==> config.mk <==
export PLATFORM = sky130hd
export DESIGN_NAME = dllm_ram
export DESIGN_NICKNAME = d
export VERILOG_FILES = /design/src/design/dllm_ram.sv
export SDC_FILE = /design/constraint.sdc
export NUM_CORES = 2
export LEC_CHECK = 0
export BUFFER_PORTS_ARGS = -buffer_cell sky130_fd_sc_hd__buf_4
export CORE_AREA = 2 2 476 478
export CTS_BUF_LIST = sky130_fd_sc_hd__clkbuf_2
export DETAILED_ROUTE_END_ITERATION = 6
export DIE_AREA = 0 0 478 480
export PLACE_DENSITY = 0.52
export SLEW_MARGIN = 40
export SYNTH_ARGS = -nofsm -noshare
export SYNTH_HDL_FRONTEND = slang
export SYNTH_SLANG_ARGS = --single-unit
==> constraint.sdc <==
create_clock -name clk -period 4 [get_ports clk]
set_input_delay 0.4 -clock clk [delete_from_list [all_inputs] [get_ports clk]]
set_output_delay 0.4 -clock clk [all_outputs]
set_load 0.02 [all_outputs]
==> src/design/dllm_ram.sv <==
// Generic single-write, single-read RAM with registered read data.
module dllm_ram #(
    parameter int WIDTH = 9,
    parameter int DEPTH = 256
) (
    input  logic                     clk,
    input  logic                     we,
    input  logic [$clog2(DEPTH)-1:0] waddr,
    input  logic [WIDTH-1:0]         wdata,
    input  logic [$clog2(DEPTH)-1:0] raddr,
    output logic [WIDTH-1:0]         rdata
);
    logic [WIDTH-1:0] mem [DEPTH];

    always_ff @(posedge clk)
    begin
        if (we)
        begin
            mem[waddr] <= wdata;
        end
        rdata <= mem[raddr];
    end
endmodule

==> PnR_summary.wiki <==
{| class="wikitable"
! Metric !! Value
|-
| Syn-to-layout area delta || 14.3%
|-
| Global placer's final weighted congestion || 0.840
|-
| Total leakage power || 33.2 nW
|-
| Worst-path fanout max || 9
|-
| Syn avg cell area || 21.1 sq um
|-
| Number of buffers on the longest clock path || 4
|-
| Max-cap check violation count || 0
|-
| DP Cell Count || 7,394
|-
| Main synth FF type || sky130_fd_sc_hd__edfxtp_1
|-
| Post-synthesis sequential element count || 2,313
|-
| Count of clock tree sinks || 2,313
|-
| Slew Limit Fails || 0
|-
| First-pass DRT Iterations || 5
|-
| DRC violation count after routing || 0
|-
| Post-route insts no fill || 8,504
|-
| Worst Hold Slack || 0.291 ns
|-
| Post-synth ARST share || 0
|-
| Wire length of the first global-routing pass || 356,000 microns
|-
| Total gr overflow || 0
|-
| Buffer type at the clock tree root || sky130_fd_sc_hd__clkbuf_2
|-
| Maximum level of the CTS H-tree || 6
|-
| Peak ir drop on the vdd network || 0.000305 V
|-
| Post-synthesis cell count || 4,237
|-
| Via/cell ratio || 5.55
|-
| Arrival @ worst endpoint || 5.20 ns
|-
| WS Path Type || primary input to flip-flop
|-
| Width of the die || 478 microns
|-
| Standard-cell rows || 174
|-
| Placement Setup Slack || 0.0938 ns
|-
| Area of all placed cells without fillers || 102,000 sq um
|-
| Synth top area cells || sky130_fd_sc_hd__edfxtp_1 (77%), sky130_fd_sc_hd__mux4_2 (12%), sky130_fd_sc_hd__mux2i_1 (2.0%)
|-
| Total Negative Setup Slacks || 0 ns
|-
| DPL Wire Length || 154,000 microns
|-
| Number of flops mapped to enable cells by yosys || 2,304
|-
| Element type at the critical path start || primary input
|-
| Post-detailed-routing wire length || 251,000 microns
|-
| Remaining max-slew budget at the tightest pin || 0.160
|-
| WP data required || 5.45 ns
|-
| Antenna violations before repair || 16
|-
| TritonCTS buffer count || 607
|-
| Area share of the largest cell type after synthesis || 0.775
|-
| RSZ-0062 raised after global routing || false
|-
| Post-Route Utilization || 0.456
|-
| Starting density of the core || 0.399
|-
| Final setup violation count || 0
|-
| Initial drt markers || 5,069
|-
| Total number of vias || 47,200
|-
| Total I/O pin count || 36
|-
| R2R Setup Slk || 0.26 ns
|-
| Die footprint || 229,000 sq um
|-
| Number of distinct library cells after synthesis || 57
|-
| Areal power density over the cells || 447 nW/um^2
|-
| Synthesized net count || 4,264
|-
| Transition time at the pin with the least slew margin || 1.26 ns
|-
| Routed wire per std cell || 29.6 microns
|-
| Clock slew at the register clock pins of the worst setup and hold paths || 0.10 ns
|-
| TritonCTS clock tree || built
|-
| Worst clock skew || 0.186 ns
|-
| Type of the worst min-delay path || primary input to flip-flop
|-
| Post-layout power || 45.6 mW
|-
| Library cell with the largest summed area after synthesis || sky130_fd_sc_hd__edfxtp_1
|-
| Maximum number of pins on one net before global-route repair || 117
|-
| Run status || finished clean
|-
| Number of nets in the layout || 5,137
|-
| Crit end category || flip-flop
|-
| Placeable core area || 224,000 sq um
|-
| ANT nets after route || 0
|-
| Register area share after synthesis || 0.777
|-
| Period Utilization, post-route || 0.937
|-
| Port Buffers || 35
|-
| Placed cell areas || 95,700 sq um
|-
| Hold Fails Final Rpt || 0
|-
| Global-route usage over all layers || 0.218
|-
| Max Fclk || 267 MHz
|-
| Die boundary height || 480 microns
|-
| Vias in the first global route || 48,300
|-
| Synth warn || 0
|-
| Final period demand of the worst path || 3.75 ns
|-
| Worst path setup slack after routing || 0.251 ns
|-
| Layout cell share with drive strength beyond 1 || 0.355
|-
| Insertion delay of the later-clocked pin in the worst-skew pair || 1.90 ns
|-
| Post-synthesis instance area || 89,300 sq um
|}
==> sequential cells by signal, indices dropped and copies added, names as in the netlist <==
| name | count |
|---|---|
| mem | 2304 |
| rdata | 9 |
==> where the power goes <==
group	internal, mW	leakage [nW]	switching (mW)
Sequential	26.7	20.8	0.0713
Clock	6.56	4.04	9.47
Combinational	1.02	8.42	1.79
Total	34.3	33.2	11.3
==> kinds of logic after synthesis <==
logic type | share of synthesized area
AND/OR/NAND/NOR | 0.0250
multiplexers | 0.143
AO/OA/AOI/OAI | 0.0375
flip-flops | 0.777
buffers and inverters | 0.0175
==> cell usage after synthesis, drive strengths merged (2+ instances only) <==
library cell / instances
edfxtp: 2304
mux4: 476
nor2: 305
mux2i: 177
a22oi: 174
buf: 139
clkbuf: 120
a21oi: 98
o22ai: 65
nand2: 40
o21ai: 36
o221ai: 36
nand3: 31
nor2b: 28
nor4: 27
a211oi: 26
mux2: 21
nor3: 21
a221oi: 11
nand4: 11
a31oi: 10
dfxtp: 9
nand2b: 9
a22o: 8
o31a: 8
or2: 6
and3b: 4
nor3b: 4
a211o: 3
a311oi: 3
a32oi: 3
and3: 3
nand3b: 3
o32ai: 3
and2: 2
o32a: 2
==> repair_timing <==
item                                    4_1_cts  5_1_grt
setup buffers                                 0        0
endpoints found under the hold margin      4617        0
endpoints found under the setup margin        0        1
gates resized for setup                       0        1
hold buffers                                 99        0
==> cell usage in the layout, fill, tap and decap left out, types with 9 or more instances in the layout <==
master,instances
sky130_fd_sc_hd__a21oi_1,96
sky130_fd_sc_hd__nor2_1,215
sky130_fd_sc_hd__inv_2,9
sky130_fd_sc_hd__nor4_1,24
sky130_fd_sc_hd__a31oi_1,10
sky130_fd_sc_hd__bufinv_16,12
sky130_fd_sc_hd__clkbuf_2,879
sky130_fd_sc_hd__o22ai_1,65
sky130_fd_sc_hd__a221oi_1,11
sky130_fd_sc_hd__buf_4,367
sky130_fd_sc_hd__buf_16,12
sky130_fd_sc_hd__nand2_1,35
sky130_fd_sc_hd__nand4_1,11
sky130_fd_sc_hd__clkinv_1,98
sky130_fd_sc_hd__o221ai_1,35
sky130_fd_sc_hd__mux2i_1,177
sky130_fd_sc_hd__buf_12,43
sky130_fd_sc_hd__dlygate4sd3_1,90
sky130_fd_sc_hd__mux2_2,21
sky130_fd_sc_hd__mux4_2,467
sky130_fd_sc_hd__o21ai_0,30
sky130_fd_sc_hd__dfxtp_1,9
sky130_fd_sc_hd__nor2b_1,24
sky130_fd_sc_hd__edfxtp_1,2304
sky130_fd_sc_hd__mux4_1,9
sky130_fd_sc_hd__nand3_1,27
sky130_fd_sc_hd__nor3_1,21
sky130_fd_sc_hd__a211oi_1,23
sky130_fd_sc_hd__a22oi_1,174
sky130_fd_sc_hd__nor2_2,88
sky130_fd_sc_hd__buf_8,11
==> per-layer routing <==
layer	global-route usage	share of wire	up-vias
li1	-	-	19900
met1	0.310	0.44	25000
met2	0.333	0.47	1855
met3	0.0513	0.074	367
met4	0.0699	0.024	6
met5	0	0.00014	-
==> area by class of cell <==
type                            count  area (sq um)
Fill cell                       19400        122000
Sequential cell                  2313         69400
Multi-Input combinational cell   1663         18700
Timing Repair Buffer              523          5010
Clock buffer                      879          4400
Tap cell                         2992          3740
Clock inverter                    127           812
Antenna cell                        5          12.5
Inverter                            2          7.51
==> path summary, 6_finish.rpt <==
| check | to | cells past startpoint | from |
|---|---|---|---|
| worst max register to register | rdata[4]$_DFF_P_ | 8 | mem[114][4]$_DFFE_PP_ |
| worst min-delay path | mem[74][4]$_DFFE_PP_ | 5 | waddr[4] |
| worst max-delay path | mem[147][6]$_DFFE_PP_ | 11 | waddr[2] |
| worst min register to register | rdata[8]$_DFF_P_ | 5 | mem[133][8]$_DFFE_PP_ |
==> critical path: stages <==
cell and delay [ns]:
sky130_fd_sc_hd__dlygate4sd3_1 0.58, sky130_fd_sc_hd__buf_4 0.16, sky130_fd_sc_hd__dlygate4sd3_1 0.68, sky130_fd_sc_hd__nor2_1 0.43, sky130_fd_sc_hd__nand3_1 0.13, sky130_fd_sc_hd__dlygate4sd3_1 0.58
sky130_fd_sc_hd__dlygate4sd3_1 0.60, sky130_fd_sc_hd__nor2_1 0.12, sky130_fd_sc_hd__dlygate4sd3_1 0.58, sky130_fd_sc_hd__buf_4 0.11, sky130_fd_sc_hd__dlygate4sd3_1 0.83
Note: power is estimated with default switching activity, not from simulation.
